<file path="src/rtl/vdda_pkg.sv">
package vdda_pkg;

    localparam int DEFAULT_SCREEN_SIZE = 1024;

    // Restoring dividers: 16 quotient bits, one per cycle
    localparam int DIV_ITERS = 16;
    localparam int CNT_W     = $clog2(DIV_ITERS);

    localparam logic [7:0] SCALE_RESET = 8'd1;

    localparam logic OP_VECTOR = 1'b0;
    localparam logic OP_STEP   = 1'b1;

    typedef enum logic [2:0] {
        ST_IDLE,
        ST_SCALE,
        ST_SIGN,
        ST_DIFF,
        ST_SETUP,
        ST_INC,
        ST_FIN,
        ST_EMIT
    } t_state;

    typedef struct packed {
        logic vec;
        logic step;
        logic scale_iter;
        logic sign;
        logic diff;
        logic setup;
        logic inc_iter;
        logic fin;
        logic emit;
    } t_cmd;

    typedef struct packed {
        logic draw;
        logic steps_zero;
        logic out_free;
    } t_status;

    function automatic logic [15:0] abs16(input logic [15:0] v);
        return v[15] ? 16'(~v + 16'd1) : v;
    endfunction

    // Q16.16 to integer, truncating toward zero
    function automatic logic [15:0] pen_int(input logic [31:0] p);
        return p[31:16] + {15'd0, p[31] && (p[15:0] != 16'd0)};
    endfunction

endpackage

</file>
<file path="src/rtl/vdda_ctrl.sv">
module vdda_ctrl
    import vdda_pkg::*;
(
    input  logic    i_clk,
    input  logic    i_rst_n,
    input  logic    i_valid,
    input  logic    i_op,
    input  t_status i_status,
    output t_cmd    o_cmd,
    output logic    o_stall
);

    t_state           r_state, n_state;
    logic [CNT_W-1:0] r_cnt, n_cnt;
    logic             w_cnt_last;

    assign w_cnt_last = (r_cnt == CNT_W'(DIV_ITERS - 1));
    assign o_stall    = (r_state != ST_IDLE);

    always_ff @(posedge i_clk) begin
        if (!i_rst_n) begin
            r_state <= ST_IDLE;
            r_cnt   <= '0;
        end else begin
            r_state <= n_state;
            r_cnt   <= n_cnt;
        end
    end

    always_comb begin
        n_state = r_state;
        o_cmd   = '0;
        n_cnt   = (r_state == ST_SCALE || r_state == ST_INC) ? r_cnt + 1'b1 : '0;
        case (r_state)
            ST_IDLE: begin
                if (i_valid) begin
                    if (i_op == OP_STEP) begin
                        if (!i_status.steps_zero) begin
                            o_cmd.step = 1'b1;
                            n_state    = ST_EMIT;
                        end
                    end else begin
                        o_cmd.vec = 1'b1;
                        if (i_status.draw) begin
                            n_state = ST_SCALE;
                        end
                    end
                end
            end
            ST_SCALE: begin
                o_cmd.scale_iter = 1'b1;
                if (w_cnt_last) begin
                    n_state = ST_SIGN;
                end
            end
            ST_SIGN: begin
                o_cmd.sign = 1'b1;
                n_state    = ST_DIFF;
            end
            ST_DIFF: begin
                o_cmd.diff = 1'b1;
                n_state    = ST_SETUP;
            end
            ST_SETUP: begin
                o_cmd.setup = 1'b1;
                n_state     = ST_INC;
            end
            ST_INC: begin
                o_cmd.inc_iter = 1'b1;
                if (w_cnt_last) begin
                    n_state = ST_FIN;
                end
            end
            ST_FIN: begin
                o_cmd.fin = 1'b1;
                n_state   = ST_EMIT;
            end
            ST_EMIT: begin
                if (i_status.out_free) begin
                    o_cmd.emit = 1'b1;
                    n_state    = ST_IDLE;
                end
            end
            default: begin
                n_state = ST_IDLE;
            end
        endcase
    end

endmodule

</file>
<file path="src/rtl/vdda_datapath.sv">
module vdda_datapath
    import vdda_pkg::*;
#(
    parameter int SCREEN_SIZE = DEFAULT_SCREEN_SIZE
) (
    input  logic               i_clk,
    input  logic               i_rst_n,
    input  t_cmd               i_cmd,
    output t_status            o_status,
    input  logic signed [12:0] i_delta_x,
    input  logic signed [12:0] i_delta_y,
    input  logic [7:0]         i_intensity,
    input  logic               i_scale_we,
    input  logic [7:0]         i_scale_wdata,
    input  logic               i_stall,
    output logic               o_valid,
    output logic signed [15:0] o_pixel_x,
    output logic signed [15:0] o_pixel_y,
    output logic [7:0]         o_pixel_intensity,
    output logic               o_on_screen,
    output logic               o_last
);

    localparam int HALF = SCREEN_SIZE / 2;

    logic [7:0]  r_scale;
    logic [15:0] r_beam_x, r_beam_y;
    logic [31:0] r_pen_x, r_pen_y;
    logic [17:0] r_step_x, r_step_y;
    logic [15:0] r_steps_left;
    logic [7:0]  r_line_int;
    logic        r_valid;

    // scale divider lanes: 0 x1, 1 y1, 2 x2, 3 y2
    logic [15:0] r_sq   [4];
    logic [7:0]  r_sr   [4];
    logic        r_sneg [4];
    logic [16:0] r_sv   [4];

    logic [15:0] r_ax, r_ay;
    logic        r_xneg, r_yneg;
    logic [15:0] r_div_step;

    // increment divider lanes: 0 x, 1 y
    logic [16:0] r_iq [2];
    logic [15:0] r_ir [2];

    logic [15:0] w_new_x, w_new_y;
    logic [15:0] w_dvd [4];
    logic [8:0]  w_div;
    logic [8:0]  w_st  [4];
    logic [7:0]  w_snr [4];
    logic        w_sge [4];
    logic        w_xlt, w_ylt;
    logic [15:0] w_step;
    logic [16:0] w_it  [2];
    logic        w_ige [2];
    logic [15:0] w_inr [2];
    logic [16:0] w_q   [2];
    logic [15:0] w_px, w_py;
    logic [17:0] w_xp, w_yp;
    logic        w_on;

    assign w_new_x = r_beam_x + {{3{i_delta_x[12]}}, i_delta_x};
    assign w_new_y = r_beam_y + {{3{i_delta_y[12]}}, i_delta_y};

    assign w_dvd[0] = abs16(r_beam_x);
    assign w_dvd[1] = abs16(r_beam_y);
    assign w_dvd[2] = abs16(w_new_x);
    assign w_dvd[3] = abs16(w_new_y);

    assign w_div = (r_scale == 8'd0) ? 9'd1 : {1'b0, r_scale};

    always_comb begin
        for (int i = 0; i < 4; i++) begin
            w_st[i]  = {r_sr[i], r_sq[i][15]};
            w_sge[i] = (w_st[i] >= w_div);
            w_snr[i] = w_sge[i] ? 8'(w_st[i] - w_div) : w_st[i][7:0];
        end
        for (int k = 0; k < 2; k++) begin
            w_it[k]  = {r_ir[k], 1'b0};
            w_ige[k] = (w_it[k] >= {1'b0, r_div_step});
            w_inr[k] = w_ige[k] ? 16'(w_it[k] - {1'b0, r_div_step}) : w_it[k][15:0];
            w_q[k]   = (r_div_step == 16'd0) ? 17'd0 : r_iq[k];
        end
    end

    assign w_xlt  = $signed(r_sv[2]) < $signed(r_sv[0]);
    assign w_ylt  = $signed(r_sv[3]) < $signed(r_sv[1]);
    assign w_step = (r_ax > r_ay) ? r_ax : r_ay;

    assign w_px = pen_int(r_pen_x);
    assign w_py = pen_int(r_pen_y);
    assign w_xp = {{2{w_px[15]}}, w_px} + 18'(HALF);
    assign w_yp = {{2{w_py[15]}}, w_py} + 18'(HALF);
    assign w_on = !w_xp[17] && (w_xp[16:0] < 17'(SCREEN_SIZE))
               && !w_yp[17] && (w_yp[16:0] < 17'(SCREEN_SIZE));

    assign o_status.draw       = (i_intensity != 8'd0);
    assign o_status.steps_zero = (r_steps_left == 16'd0);
    assign o_status.out_free   = !r_valid || !i_stall;
    assign o_valid             = r_valid;

    // control and architectural state
    always_ff @(posedge i_clk) begin
        if (!i_rst_n) begin
            r_scale      <= SCALE_RESET;
            r_beam_x     <= '0;
            r_beam_y     <= '0;
            r_pen_x      <= '0;
            r_pen_y      <= '0;
            r_step_x     <= '0;
            r_step_y     <= '0;
            r_steps_left <= '0;
            r_line_int   <= '0;
            r_valid      <= 1'b0;
        end else begin
            if (i_scale_we) begin
                r_scale <= i_scale_wdata;
            end
            if (i_cmd.vec) begin
                r_beam_x     <= w_new_x;
                r_beam_y     <= w_new_y;
                r_steps_left <= '0;
                if (i_intensity != 8'd0) begin
                    r_line_int <= i_intensity;
                end
            end
            if (i_cmd.setup) begin
                r_steps_left <= w_step;
                r_pen_x      <= {r_sv[0][15:0], 16'd0};
                r_pen_y      <= {r_sv[1][15:0], 16'd0};
            end
            if (i_cmd.fin) begin
                r_step_x <= r_xneg ? 18'(-{1'b0, w_q[0]}) : {1'b0, w_q[0]};
                r_step_y <= r_yneg ? 18'(-{1'b0, w_q[1]}) : {1'b0, w_q[1]};
            end
            if (i_cmd.step) begin
                r_pen_x      <= r_pen_x + {{14{r_step_x[17]}}, r_step_x};
                r_pen_y      <= r_pen_y + {{14{r_step_y[17]}}, r_step_y};
                r_steps_left <= r_steps_left - 16'd1;
            end
            if (i_cmd.emit) begin
                r_valid <= 1'b1;
            end else if (!i_stall) begin
                r_valid <= 1'b0;
            end
        end
    end

    // divider lanes and output payload
    always_ff @(posedge i_clk) begin
        if (i_cmd.vec) begin
            for (int i = 0; i < 4; i++) begin
                r_sq[i] <= w_dvd[i];
                r_sr[i] <= '0;
            end
            r_sneg[0] <= r_beam_x[15];
            r_sneg[1] <= r_beam_y[15];
            r_sneg[2] <= w_new_x[15];
            r_sneg[3] <= w_new_y[15];
        end
        if (i_cmd.scale_iter) begin
            for (int i = 0; i < 4; i++) begin
                r_sq[i] <= {r_sq[i][14:0], w_sge[i]};
                r_sr[i] <= w_snr[i];
            end
        end
        if (i_cmd.sign) begin
            for (int i = 0; i < 4; i++) begin
                r_sv[i] <= r_sneg[i] ? 17'(-{1'b0, r_sq[i]}) : {1'b0, r_sq[i]};
            end
        end
        if (i_cmd.diff) begin
            r_xneg <= w_xlt;
            r_yneg <= w_ylt;
            r_ax   <= w_xlt ? 16'(r_sv[0] - r_sv[2]) : 16'(r_sv[2] - r_sv[0]);
            r_ay   <= w_ylt ? 16'(r_sv[1] - r_sv[3]) : 16'(r_sv[3] - r_sv[1]);
        end
        if (i_cmd.setup) begin
            r_div_step <= w_step;
            // integer bit set when |d| equals the major axis length
            r_iq[0]    <= {16'd0, r_ax == w_step};
            r_iq[1]    <= {16'd0, r_ay == w_step};
            r_ir[0]    <= (r_ax == w_step) ? 16'd0 : r_ax;
            r_ir[1]    <= (r_ay == w_step) ? 16'd0 : r_ay;
        end
        if (i_cmd.inc_iter) begin
            for (int k = 0; k < 2; k++) begin
                r_iq[k] <= {r_iq[k][15:0], w_ige[k]};
                r_ir[k] <= w_inr[k];
            end
        end
        if (i_cmd.emit) begin
            o_pixel_x         <= w_px;
            o_pixel_y         <= w_py;
            o_pixel_intensity <= r_line_int;
            o_on_screen       <= w_on;
            o_last            <= (r_steps_left == 16'd0);
        end
    end

endmodule

</file>
<file path="src/rtl/vector_dda_line_rasterizer.sv">
// Vector DDA line rasterizer.
// Input channel (i_valid / o_stall): i_op = OP_VECTOR moves the beam by
// i_delta_x/i_delta_y; with nonzero i_intensity it starts a new line and sends
// its first pixel. i_op = OP_STEP sends the next pixel of the current line,
// or nothing when no line is active. Any vector abandons an unfinished line.
// Output channel (o_valid / i_stall): one pixel per producing item, o_last
// marks the final pixel of a line.
// Scale register: i_scale_we / i_scale_wdata, write only while the block is idle.
// Sequence: a drawing vector passes its pixel to o_valid after two restoring
// dividers in series (scale divide on four lanes, then the Q2.16 increment divide
// on two lanes). A step item goes straight to the emit state; a vector without
// intensity, or a step with no line, is taken without leaving idle.
// One item is in work at a time; o_stall is high while it is.
// A finished pixel sits in the output register while the next item is taken;
// if the receiver stalls, the following pixel waits in the emit state until
// the register frees, and inputs stall meanwhile.
// Reset: beam, pen, increments and line state clear, scale returns to 1,
// no output is pending.
module vector_dda_line_rasterizer
    import vdda_pkg::*;
#(
    parameter int SCREEN_SIZE = DEFAULT_SCREEN_SIZE
) (
    input  logic               i_clk,
    input  logic               i_rst_n,
    input  logic               i_valid,
    output logic               o_stall,
    input  logic               i_op,
    input  logic signed [12:0] i_delta_x,
    input  logic signed [12:0] i_delta_y,
    input  logic [7:0]         i_intensity,
    input  logic               i_scale_we,
    input  logic [7:0]         i_scale_wdata,
    output logic               o_valid,
    input  logic               i_stall,
    output logic signed [15:0] o_pixel_x,
    output logic signed [15:0] o_pixel_y,
    output logic [7:0]         o_pixel_intensity,
    output logic               o_on_screen,
    output logic               o_last
);

    t_cmd    w_cmd;
    t_status w_status;

    vdda_ctrl u_ctrl (
        .i_clk    (i_clk),
        .i_rst_n  (i_rst_n),
        .i_valid  (i_valid),
        .i_op     (i_op),
        .i_status (w_status),
        .o_cmd    (w_cmd),
        .o_stall  (o_stall)
    );

    vdda_datapath #(
        .SCREEN_SIZE (SCREEN_SIZE)
    ) u_datapath (
        .i_clk             (i_clk),
        .i_rst_n           (i_rst_n),
        .i_cmd             (w_cmd),
        .o_status          (w_status),
        .i_delta_x         (i_delta_x),
        .i_delta_y         (i_delta_y),
        .i_intensity       (i_intensity),
        .i_scale_we        (i_scale_we),
        .i_scale_wdata     (i_scale_wdata),
        .i_stall           (i_stall),
        .o_valid           (o_valid),
        .o_pixel_x         (o_pixel_x),
        .o_pixel_y         (o_pixel_y),
        .o_pixel_intensity (o_pixel_intensity),
        .o_on_screen       (o_on_screen),
        .o_last            (o_last)
    );

`ifndef SYNTH
    a_cmd_onehot: assert property (@(posedge i_clk) disable iff (!i_rst_n)
        $onehot0({w_cmd.vec, w_cmd.step, w_cmd.scale_iter, w_cmd.sign, w_cmd.diff,
                  w_cmd.setup, w_cmd.inc_iter, w_cmd.fin, w_cmd.emit}))
        else $error("more than one datapath command at once");

    a_draw_busy: assert property (@(posedge i_clk) disable iff (!i_rst_n)
        (i_valid && !o_stall && i_op == OP_VECTOR && i_intensity != 8'd0) |=> o_stall)
        else $error("drawing vector did not start the line setup");

    a_emit_valid: assert property (@(posedge i_clk) disable iff (!i_rst_n)
        w_cmd.emit |=> o_valid)
        else $error("emitted pixel not presented");

    a_pixel_lit: assert property (@(posedge i_clk) disable iff (!i_rst_n)
        o_valid |-> o_pixel_intensity != 8'd0)
        else $error("pixel from a line without intensity");
`endif

endmodule

</file>
<file path="config.mk">
export PLATFORM = sky130hd
export DESIGN_NAME = vector_dda_line_rasterizer
export DESIGN_NICKNAME = d
export VERILOG_FILES = /design/src/rtl/vdda_pkg.sv /design/src/rtl/vdda_ctrl.sv /design/src/rtl/vdda_datapath.sv /design/src/rtl/vector_dda_line_rasterizer.sv
export SDC_FILE = /design/constraint.sdc
export NUM_CORES = 1
export LEC_CHECK = 0
export ABC_AREA = 1
export BUFFER_PORTS_ARGS = -buffer_cell sky130_fd_sc_hd__clkbuf_2
export CORE_MARGIN = 4
export CORE_UTILIZATION = 56
export CTS_BUF_LIST = sky130_fd_sc_hd__clkbuf_4 sky130_fd_sc_hd__clkbuf_8
export DETAILED_ROUTE_END_ITERATION = 7
export PLACE_DENSITY_LB_ADDON = 0.05
export SYNTH_ARGS = -nofsm -noshare
export SYNTH_HDL_FRONTEND = slang
export SYNTH_HIERARCHICAL = 1
export SYNTH_SLANG_ARGS = --single-unit
export TNS_END_PERCENT = 50
</file>
<file path="constraint.sdc">
create_clock -name i_clk -period 8.4 [get_ports i_clk]
set_clock_uncertainty 0.2 [all_clocks]
set_input_delay 0 -clock i_clk [delete_from_list [all_inputs] [get_ports i_clk]]
set_output_delay 0 -clock i_clk [all_outputs]
set_load 0.005 [all_outputs]
</file>
==> report_table.html <==
<table>
<tr><th>Metric</th><th>Value</th></tr>
<tr><th colspan="2">Final layout</th></tr>
<tr><td>Commonest cells after routing, fill and taps aside</td><td>sky130_fd_sc_hd__nand2_1, sky130_fd_sc_hd__inv_1, sky130_fd_sc_hd__nor2_1</td></tr>
<tr><td># nets final</td><td>~5300</td></tr>
<tr><td>Final standard cell utilization of the core</td><td>0.630</td></tr>
<tr><td>Most common library cell in the layout ignoring fill and taps</td><td>sky130_fd_sc_hd__nand2_1</td></tr>
<tr><td>Synth-to-layout area growth</td><td>11.2%</td></tr>
<tr><td>Share of layout cells above drive strength 1</td><td>0.0698</td></tr>
<tr><td>Layout fillers</td><td>5808</td></tr>
<tr><th colspan="2">Synth</th></tr>
<tr><td>Synthesized cell area</td><td>~0.036 mm²</td></tr>
<tr><td>Async set or reset register ratio after synthesis</td><td>0</td></tr>
<tr><td>Number of storage elements in the synthesis netlist</td><td>between 400 and 500</td></tr>
<tr><td>Most common flop cell mapped by yosys</td><td>sky130_fd_sc_hd__edfxtp_1</td></tr>
<tr><td>Post-Synthesis Net Count</td><td>between 5000 and 6000</td></tr>
<tr><td>Number of distinct library cells after synthesis</td><td>64</td></tr>
<tr><td>Sequential area share after synthesis</td><td>0.370</td></tr>
<tr><td>Avg Inst Size Synth</td><td>about 7.4 µm²</td></tr>
<tr><td>Number of warning messages in the yosys log</td><td>6</td></tr>
<tr><td>Mapped Cells</td><td>a little under 5000</td></tr>
<tr><td>Number of synthesized flops with an enable pin</td><td>approximately 330</td></tr>
<tr><th colspan="2">Worst setup path</th></tr>
<tr><td>Number of buffers and inverters on the critical path</td><td>6</td></tr>
<tr><td>Category of cells accounting for the largest share of critical-path delay</td><td>simple AND/OR/NAND/NOR gates</td></tr>
<tr><td>Critical Path Start Type</td><td>flop</td></tr>
<tr><td>Critical-path cell list</td><td>inv_1, ha_1, inv_1, nor3_1, nand3_1, nor2_1, nand4_1, nor4_1, inv_1, nand2_1, nor3_2, buf_4, nor2_4, buf_4, clkinv_1, nor2_1, nand2_1, a31oi_1</td></tr>
<tr><td>CP Class</td><td>reg -&gt; reg</td></tr>
<tr><td>Critical R2R Launch</td><td>u_datapath/r_steps_left[0]</td></tr>
<tr><td>Critical Path Slowest Stage Cell</td><td>sky130_fd_sc_hd__nor2_1</td></tr>
<tr><td>Largest fanout on the critical path</td><td>48</td></tr>
<tr><td>Most frequent cell on the critical path</td><td>sky130_fd_sc_hd__inv_1</td></tr>
<tr><td>Critical path data arrival time</td><td>5.54 ns</td></tr>
<tr><td>Delay contributed by the slowest stage of the critical path</td><td>around 1 ns</td></tr>
<tr><td>Kind of end point of the critical path</td><td>flop</td></tr>
<tr><td>Startpoint of the most critical setup path</td><td>u_datapath/r_steps_left[0]</td></tr>
<tr><td>Crit path required time</td><td>8.79 ns</td></tr>
<tr><th colspan="2">Timing</th></tr>
<tr><td>Transition time at the pin with the least slew margin</td><td>1.12 ns</td></tr>
<tr><td>Slew Limit Fails</td><td>0</td></tr>
<tr><td>Slew margin rel.</td><td>0.248</td></tr>
<tr><td>Setup TNS</td><td>0 ns</td></tr>
<tr><td>Period utilization</td><td>0.613</td></tr>
<tr><td>Final min period</td><td>5.15 ns</td></tr>
<tr><td>Timing-limited maximum frequency</td><td>194 MHz</td></tr>
<tr><td>Setup repair after global routing missed its margin</td><td>no</td></tr>
<tr><td>Number of failing hold endpoints at the final stage</td><td>0</td></tr>
<tr><td>Setup violators final</td><td>0</td></tr>
<tr><th colspan="2">Clocking</th></tr>
<tr><td>Maximum number of buffers from clock root to sink</td><td>3</td></tr>
<tr><td>Post CTS Setup Buffer Count</td><td>0</td></tr>
<tr><td>Count of cells resized by post-cts repair</td><td>0</td></tr>
<tr><td>Number of buffers inserted for hold repair after clock tree synthesis</td><td>around 100</td></tr>
<tr><td>Root Buffer</td><td>sky130_fd_sc_hd__clkbuf_8</td></tr>
<tr><td>Clock slew at the register clock pins of the worst setup and hold paths</td><td>0.06 ns</td></tr>
<tr><td>Total CTS buffers</td><td>90</td></tr>
<tr><td>Clock tree from TritonCTS</td><td>built</td></tr>
<tr><td>Maximum level of the CTS H-tree</td><td>3</td></tr>
<tr><td>Clock latency reported for the late side of the worst-skew pair</td><td>0.69 ns</td></tr>
<tr><td>Sink Count</td><td>498</td></tr>
<tr><th colspan="2">Floorplan</th></tr>
<tr><td>Floorplan die width</td><td>261 µm</td></tr>
<tr><td>Area of the die</td><td>0.0679 mm²</td></tr>
<tr><td>Std-Cell Core Area</td><td>about 0.063 mm²</td></tr>
<tr><td>Site Rows</td><td>between 90 and 100</td></tr>
<tr><td>Vertical extent of the die</td><td>around 260 µm</td></tr>
<tr><td>Count of pins on the block boundary</td><td>about 90</td></tr>
<tr><td>Initial Utilization</td><td>0.567</td></tr>
<tr><th colspan="2">Detailed routing</th></tr>
<tr><td>DRT Pass-1 Iters</td><td>6</td></tr>
<tr><td>Antenna-violating nets left</td><td>0</td></tr>
<tr><td>Violation count after the first detailed-route iteration</td><td>between 2000 and 3000</td></tr>
<tr><td>Post-route DRC violation count</td><td>0</td></tr>
<tr><td>Vias after detailed routing</td><td>between 30000 and 40000</td></tr>
<tr><td>Routed Wire Length</td><td>~100 mm</td></tr>
<tr><td>Routed wirelength normalized by instance count</td><td>roughly 17 µm</td></tr>
<tr><td>Vias per cell</td><td>5.46</td></tr>
<tr><th colspan="2">Pwr</th></tr>
<tr><td>Maximum vdd drop</td><td>~0.24 mV</td></tr>
<tr><td>Cell area power density</td><td>around 330 mW/mm²</td></tr>
<tr><td>Reported leakage power</td><td>around 18 nW</td></tr>
<tr><th colspan="2">Place</th></tr>
<tr><td>Final weighted congestion in routability-driven placement</td><td>0.948</td></tr>
<tr><td>Half-perimeter wire length after placement</td><td>just over 70 mm</td></tr>
<tr><td>Number of port buffers</td><td>91</td></tr>
<tr><th colspan="2">Global routing</th></tr>
<tr><td>Overall Global Routing Usage</td><td>0.282</td></tr>
<tr><td>Final global-route overflow total</td><td>0</td></tr>
<tr><td>Number of antenna violations at the first check in global routing</td><td>2</td></tr>
<tr><td>First-pass GRT wire length</td><td>between 150 and 200 mm</td></tr>
<tr><td>Vias in the first global route</td><td>approximately 30000</td></tr>
<tr><td>Maximum number of pins on one net before global-route repair</td><td>89</td></tr>
<tr><th colspan="2">Outcome</th></tr>
<tr><td>Result of the run</td><td>finished, final reports clean</td></tr>
<tr><th colspan="2">Min path</th></tr>
<tr><td>Kind of path behind the tightest hold check</td><td>in -&gt; reg</td></tr>
<tr><td>Hold Path Origin</td><td>i_delta_x[0]</td></tr>
<tr><th colspan="2">Run</th></tr>
<tr><td>Number of maximum-capacitance constraint violations</td><td>0</td></tr>
</table>
==> metal layers <==
metal,GRT usage,part of all wire,wire length [µm]
met3,0.0315,0.050,4850
met2,0.454,0.45,43600
met5,0,0,0
met4,0.0986,0.035,3400
met1,0.395,0.47,45800
==> flip-flops by register name, indices dropped and copies added (netlist names), 18 cells and up <==
name,count
u_datapath/r_step_y,18
u_datapath/r_sv,68
u_datapath/r_pen_y,32
u_datapath/r_sq,64
u_datapath/r_sr,32
u_datapath/r_step_x,18
u_datapath/r_iq,34
u_datapath/r_pen_x,32
u_datapath/r_ir,32
==> synth_stat cells, drive strengths merged (8+ instances only) <==
cell type,count,share of area
a211oi,8,0.0017
a21o,17,0.0036
a21oi,410,0.058
a31oi,39,0.0068
buf,47,0.0081
clkbuf,97,0.010
dfxtp,172,0.096
edfxtp,326,0.27
fa,14,0.0078
ha,254,0.089
inv,632,0.066
nand2,1075,0.11
nand3,290,0.041
nand3b,14,0.0029
nand4,77,0.013
nor2,494,0.053
nor3,67,0.0097
nor4,24,0.0044
o211ai,15,0.0032
o21a,11,0.0023
o21ai,375,0.053
o21bai,22,0.0046
o22ai,19,0.0033
or2,26,0.0046
xnor2,65,0.016
xor2,161,0.040
==> cell type report <==
cell class	instances	area (µm²)	area share
multi-input cells	3534	19500	0.492
repair buffers	212	1620	0.0408
well taps	846	1060	0.0266
clock inverters	28	214	0.00538
clock buffers	139	1690	0.0426
inverters	635	2390	0.0600
flip-flops and latches	498	13200	0.333
diodes	3	7.51	0.000189
==> logic make-up (layout without fill, tap and decap cells) <==
family | Yosys count | count (layout) | synth area share
AO/OA/AOI/OAI | 961 | 961 | 0.147
XOR/XNOR | 226 | 226 | 0.0558
adder cells (fa/ha/maj) | 268 | 268 | 0.0967
buffers and inverters | 779 | 1014 | 0.0851
flip-flops | 498 | 498 | 0.370
multiplexers | 1 | 1 | 0.000280
other | 0 | 3 | 0
AND/OR/NAND/NOR | 2078 | 2078 | 0.245
==> final timing paths <==
kind / slack (ns) / cells after the start / end
setup / recovery: 3.25 / 18 / u_datapath/r_steps_left[6]
hold / removal: 0.12 / 5 / u_datapath/r_beam_x[0]
setup reg to reg: 3.25 / 18 / u_datapath/r_steps_left[6]
hold reg to reg: 0.23 / 0 / u_datapath/o_pixel_intensity[2]
==> power breakdown <==
group / internal, W / switching (W)
logic: 0.00212 / 0.00412
registers: 0.00370 / 0.000567
clock network: 0.00135 / 0.00106
==> stage by stage <==
step	cells	instance area (µm²)	setup slack, ns	hold WS (ns)	total power [W]
floorplan	4811	35700	4.03	-0.0779	0.00885
global placement	5622	36800	3.31	0.0277	0.0103
detailed placement	5622	36800	3.23	0.0326	0.0104
CTS	5892	39800	3.23	0.0229	0.0129
global route	5894	39800	2.73	0.133	0.0140
finish	5895	39800	3.25	0.118	0.0129
==> worst reg2reg max path: stages, from the launching register on <==
cell	delay [ns]
sky130_fd_sc_hd__dfxtp_1	0.31
sky130_fd_sc_hd__inv_1	0.09
sky130_fd_sc_hd__ha_1	0.17
sky130_fd_sc_hd__inv_1	0.05
sky130_fd_sc_hd__nor3_1	0.24
sky130_fd_sc_hd__nand3_1	0.14
sky130_fd_sc_hd__nor2_1	0.22
sky130_fd_sc_hd__nand4_1	0.16
sky130_fd_sc_hd__nor4_1	0.32
sky130_fd_sc_hd__inv_1	0.09
sky130_fd_sc_hd__nand2_1	0.10
sky130_fd_sc_hd__nor3_2	0.05
sky130_fd_sc_hd__buf_4	0.30
sky130_fd_sc_hd__nor2_4	0.17
sky130_fd_sc_hd__buf_4	0.46
sky130_fd_sc_hd__clkinv_1	0.61
sky130_fd_sc_hd__nor2_1	1.03
sky130_fd_sc_hd__nand2_1	0.13
sky130_fd_sc_hd__a31oi_1	0.23
Note: power is estimated with default switching activity, not from simulation.
